## src/hdl/upp_pkg.sv

```systemverilog
package upp_pkg;

    localparam int CordicStepsDef = 16;
    localparam int CW = 50;
    localparam int ZW = 34;
    localparam logic signed [ZW-1:0] HalfPiA = 34'sd1686629712;
    localparam logic [31:0] InvGain = 32'd652032874;

    typedef enum logic [2:0] {
        REG_TARGET_X  = 3'd0,
        REG_TARGET_Y  = 3'd1,
        REG_TARGET_Z  = 3'd2,
        REG_TARGET_QZ = 3'd3,
        REG_GAIN_P    = 3'd4,
        REG_GAIN_I    = 3'd5,
        REG_GAIN_D    = 3'd6,
        REG_TOL       = 3'd7
    } t_reg;

    typedef enum logic [3:0] {
        S_IDLE, S_ERR, S_MUL, S_MWAIT, S_VSET, S_RSET, S_CORD, S_FIN
    } t_state;

    typedef enum logic [3:0] {
        OP_P, OP_I, OP_D, OP_WZ, OP_XY, OP_YY, OP_ZZ, OP_CX, OP_CY
    } t_op;

    typedef struct packed {
        logic        start;
        logic [33:0] a_mag;
        logic [31:0] b_mag;
    } t_mul_req;

    function automatic logic [31:0] sat32(input logic signed [CW-1:0] v);
        if (v > 50'sd2147483647) return 32'h7FFF_FFFF;
        if (v < -50'sd2147483648) return 32'h8000_0000;
        return v[31:0];
    endfunction

    function automatic logic [47:0] sat48(input logic signed [CW-1:0] v);
        if (v > 50'sd140737488355327) return 48'h7FFF_FFFF_FFFF;
        if (v < -50'sd140737488355328) return 48'h8000_0000_0000;
        return v[47:0];
    endfunction

    function automatic logic [29:0] atan_tab(input logic [4:0] i);
        logic [29:0] r;
        unique case (i)
            5'd0:  r = 30'h3243F6A8;
            5'd1:  r = 30'h1DAC6705;
            5'd2:  r = 30'h0FADBAFC;
            5'd3:  r = 30'h07F56EA6;
            5'd4:  r = 30'h03FEAB76;
            5'd5:  r = 30'h01FFD55B;
            5'd6:  r = 30'h00FFFAAA;
            5'd7:  r = 30'h007FFF55;
            5'd8:  r = 30'h003FFFEA;
            5'd9:  r = 30'h001FFFFD;
            5'd10: r = 30'h000FFFFF;
            5'd11: r = 30'h0007FFFF;
            5'd12: r = 30'h0003FFFF;
            5'd13: r = 30'h0001FFFF;
            5'd14: r = 30'h0000FFFF;
            5'd15: r = 30'h00007FFF;
            5'd16: r = 30'h00003FFF;
            5'd17: r = 30'h00001FFF;
            5'd18: r = 30'h00000FFF;
            5'd19: r = 30'h000007FF;
            5'd20: r = 30'h000003FF;
            5'd21: r = 30'h000001FF;
            5'd22: r = 30'h000000FF;
            5'd23: r = 30'h0000007F;
            5'd24: r = 30'h0000003F;
            5'd25: r = 30'h0000001F;
            5'd26: r = 30'h0000000F;
            5'd27: r = 30'h00000007;
            5'd28: r = 30'h00000003;
            5'd29: r = 30'h00000001;
            default: r = 30'h0;
        endcase
        return r;
    endfunction

endpackage

```

## src/hdl/upp_mul.sv

```systemverilog
module upp_mul (
    input  logic              i_clk,
    input  logic              i_rst_n,
    input  upp_pkg::t_mul_req i_req,
    output logic              o_done,
    output logic [65:0]       o_prod
);
    logic [33:0] r_a;
    logic [31:0] r_b;
    logic        r_ph;
    logic        r_busy;
    logic        r_done;
    logic [65:0] r_acc;
    logic [15:0] w_bh;
    logic [49:0] w_part;
    logic [65:0] w_add;

    assign w_bh   = r_ph ? r_b[31:16] : r_b[15:0];
    assign w_part = 50'(r_a) * 50'(w_bh);
    assign w_add  = r_ph ? {w_part, 16'b0} : {16'b0, w_part};

    always_ff @(posedge i_clk) begin
        if (!i_rst_n) begin
            r_busy <= 1'b0;
            r_ph   <= 1'b0;
            r_done <= 1'b0;
        end else begin
            r_done <= 1'b0;
            if (i_req.start) begin
                r_busy <= 1'b1;
                r_ph   <= 1'b0;
            end else if (r_busy) begin
                r_ph <= 1'b1;
                if (r_ph) begin
                    r_busy <= 1'b0;
                    r_done <= 1'b1;
                end
            end
        end
    end

    always_ff @(posedge i_clk) begin
        if (i_req.start) begin
            r_a   <= i_req.a_mag;
            r_b   <= i_req.b_mag;
            r_acc <= '0;
        end else if (r_busy) begin
            r_acc <= r_acc + w_add;
        end
    end

    assign o_done = r_done;
    assign o_prod = r_acc;
endmodule

```

## config.mk

```make
export PLATFORM = sky130hd
export DESIGN_NAME = upp_mul
export DESIGN_NICKNAME = d
export VERILOG_FILES = /design/src/hdl/upp_pkg.sv /design/src/hdl/upp_mul.sv
export SDC_FILE = /design/constraint.sdc
export NUM_CORES = 2
export LEC_CHECK = 0
export ABC_AREA = 1
export CORE_MARGIN = 10
export CORE_UTILIZATION = 35
export DETAILED_ROUTE_END_ITERATION = 8
export DONT_BUFFER_PORTS = 1
export SLEW_MARGIN = 0
export SYNTH_ARGS = -nofsm -noshare
export SYNTH_HDL_FRONTEND = slang
export SYNTH_SLANG_ARGS = --single-unit
```

## constraint.sdc

```tcl
create_clock -name i_clk -period 8 [get_ports i_clk]
set_clock_uncertainty 0.15 [all_clocks]
set_input_delay 1.6 -clock i_clk [delete_from_list [all_inputs] [get_ports i_clk]]
set_output_delay 1.6 -clock i_clk [all_outputs]
set_load 0.05 [all_outputs]
```

==> results.md <==
* Fin. max-slew vios at 0
* Top sig layer: met4
* Crit path required time at 8.28 ns
* Max_slew headroom at 0.156
* Number of enable flip-flop cells after synthesis at 66
* Worst R2R Path Depth at 40
* Share of cells above drive strength 1 at 0.303
* Compound-Gate Fraction of Synth Area at 0.0843
* RSZ-0062 raised after global routing: true
* # IOs at 136
* Hold Buf Count CTS at 0
* Metal3 WL at 6870 um
* Post-Syn Instances at 3812
* Die Y at 301 um
* Post-Route WL at 102000 um
* Post-Syn Area per Cell at 7.27 um2
* Net Count, Synth at 4515
* Total Routing Usage GR at 0.224
* Max clock buf depth at 2
* Drt first pass iters at 5
* Fin crit share at 1.03
* Crit. Startpoint: r_ph
* Clock latency on the worst-skew pair at 0.54 ns
* 1st-iter DRT viols at 1764
* Row Count at 103
* Vias post-DR at 26700
* Core Util, Final at 0.481
* Post-DP HPWL at 82200 um
* Failing checks: negative setup slack
* Nets at 5096
* Root buffer cell: clkbuf_16
* Predominant post-synthesis flop cell: dfxtp_1
* Post-Synthesis Cell Area at 27700 um2
* Clk slew on worst S/H paths at 0.07 ns
* Simple-gate share of the synthesized area at 0.231
* Worst setup path endpoint: o_prod[65]
* Slew @ Worst Pin at 1.26 ns
* CTS Sinks at 135
* Final worst slack at -0.210 ns
* DRC viols at 0
* Max Cap Viol at 0
* Pre-CTS setup slack at -0.722 ns
* Critical-path top delay cell: fa_2
* Die area at 90900 um2
* CTS tree: done
* Final Hold Fails at 0
* Initial Utilization at 0.352
* M1 WL at 41700 um
* WP data arrival at 8.49 ns
* Finish-stage setup viols at 34
* N_diodes at 0
* Routed Antenna Nets at 0
* R2R Path End: o_prod[65]
* First-pass GRT wire length at 156000 um
* Final min period at 8.21 ns
* CTS H-tree depth at 4
* Largest family of logic cells by synthesized area: adder cells
* CTS Buf Count at 17
* Async set-reset flop share out of synthesis at 0
* Synth-to-layout area growth at 36.5%
* Met2 routed WL at 49700 um
* Grt total ovfl at 0
* Sequential fraction of the synthesis area at 0.121
* Max Fclk at 122 MHz
* Vias in the first global route at 27500
* Largest net degree at the start of global routing at 122
* Worst R2R Setup Slack at -0.21 ns
* WL/cell at 18.8 um
* Initial antenna violation count at 0
* Average vias per placed instance at 4.89
* Yosys cell types at 51
* Outcome: finished, violations left
* Critical Path Fanout Max at 9
* Worst r2r src: r_ph
* I/O Buffers at 0
* Hold_ws at 0.384 ns
* Post-synthesis mux area share at 0.000722
* Setup Crit Path Kind: flip-flop to flip-flop
* Core area at 78700 um2
* Gpl congestion at 0.971
* Critical path's largest stage delay at 0.61 ns
* Worst hold path type: flip-flop to flip-flop
* Adder-Cell Fraction of Synth Area at 0.407
* CP Capture Type: flip-flop
* Critical Path Most Common Cell: inv_1
* Crit start category: flip-flop
* XOR/XNOR Fraction of Synth Area at 0.0221
* Die width at 301 um
* Post-synthesis register bit count at 135
* Yosys warning total at 0
[how the worst min path moves through the flow]
stage            from    endpoint  slack [ns]  depth (start not counted)
2_1_floorplan  r_busy  o_prod[61]        0.48                          5
3_3_place_gp   r_busy   o_prod[1]        0.38                          1
3_5_place_dp   r_busy   o_prod[1]        0.37                          1
4_1_cts        r_busy   o_prod[1]        0.38                          1
5_1_grt        r_busy   o_prod[1]        0.41                          1
6_report       r_busy   o_prod[1]        0.38                          1
[Yosys cell counts (all sizes together), types with 2 or more instances]
master  instances  share of area
o21a           10         0.0027
nor4            5         0.0017
o21bai         29         0.0084
clkinv         11         0.0015
fa            447           0.32
a211oi          3        0.00081
mux2i           2        0.00072
buf            15         0.0024
nand4          14         0.0032
dfxtp          69          0.050
ha            187          0.084
nand3b          8         0.0022
and2            3        0.00068
a21boi          7         0.0020
nand3         101          0.019
a31oi           9         0.0020
nand2         809           0.11
and3            2        0.00045
o211ai          5         0.0015
nor3           29         0.0056
o21ai         157          0.030
a21o           17         0.0046
o31ai           3        0.00081
clkbuf         94          0.013
edfxtp         66          0.071
inv           860           0.12
xnor2          27         0.0085
o221ai          5         0.0016
or2            34         0.0077
nor2          580          0.080
a21oi         160          0.030
xor2           43          0.014
[layer usage]
layer / vias up / global-route usage
li1: 12600 / -
met1: 13000 / 0.277
met2: 855 / 0.384
met3: 176 / 0.0437
met4: 0 / 0.0816
met5: - / 0
[cell type report]
type / count / area, um2
inverter: 871 / 3300
sequential: 135 / 3370
clock inverter: 12 / 100
fill: 7645 / 40900
multi-input combinational: 2697 / 23400
tap: 1050 / 1310
timing repair buffer: 671 / 5860
clock buffer: 20 / 489
[kinds of logic after synthesis]
group,Yosys count
adders and majority gates,634
AOI/OAI and AO/OA,406
muxes,2
DFF,135
and+or+nand+nor,1585
xor gates and xnor gates,70
buffers and inverters,980
[placed cells by master (no fill, tap or decap), drive strengths merged, types with 3 or more instances in the layout]
| cell type | n |
|---|---|
| nor3 | 29 |
| xor2 | 43 |
| inv | 869 |
| a21o | 17 |
| a21oi | 160 |
| nand3b | 8 |
| o21bai | 29 |
| o211ai | 5 |
| clkbuf | 28 |
| clkinv | 13 |
| dfxtp | 69 |
| a31oi | 9 |
| a21boi | 7 |
| a211oi | 3 |
| nor4 | 5 |
| o21ai | 157 |
| o21a | 10 |
| o221ai | 5 |
| and2 | 3 |
| o31ai | 3 |
| fa | 447 |
| nor2 | 580 |
| or2 | 34 |
| xnor2 | 27 |
| ha | 187 |
| nand3 | 101 |
| buf | 662 |
| edfxtp | 66 |
| nand4 | 14 |
| nand2 | 809 |
[per-stage QoR]
step           instances  cell area, um2  setup TNS, ns
2_1_floorplan       3812           27700              0
3_3_place_gp        5343           33500         -18.40
3_5_place_dp        5343           33500         -21.28
4_1_cts             5422           36300          -2.26
5_1_grt             5456           37900         -18.76
6_report            5456           37900          -2.67
[critical path: cells and delay by family, from the launching register on]
family,cells,cell delay [ns]
adders and majority gates,8,3.54
buffers and inverters,11,1.02
DFF,1,0.38
AOI/OAI and AO/OA,8,1.48
and+or+nand+nor,12,1.32
xor gates and xnor gates,1,0.20
[state kept, by name, indices dropped and copies added, names as in the netlist]
signal,cells
r_ph,1
r_busy,1
r_b,32
r_a,34
o_prod,66
o_done,1
[repair_timing]
item / 4_1_cts / 5_1_grt
buffers inserted: 38 / 27
pin swaps: 76 / 100
endpoints found under the hold margin: 0 / 0
gates cloned: 9 / 8
setup endpoints to repair: 49 / 51
resized for setup: 454 / 309
Power is left out: the tool's default activity adds up to more than one toggle a clock period on the data nets, which glitch-free logic cannot reach.
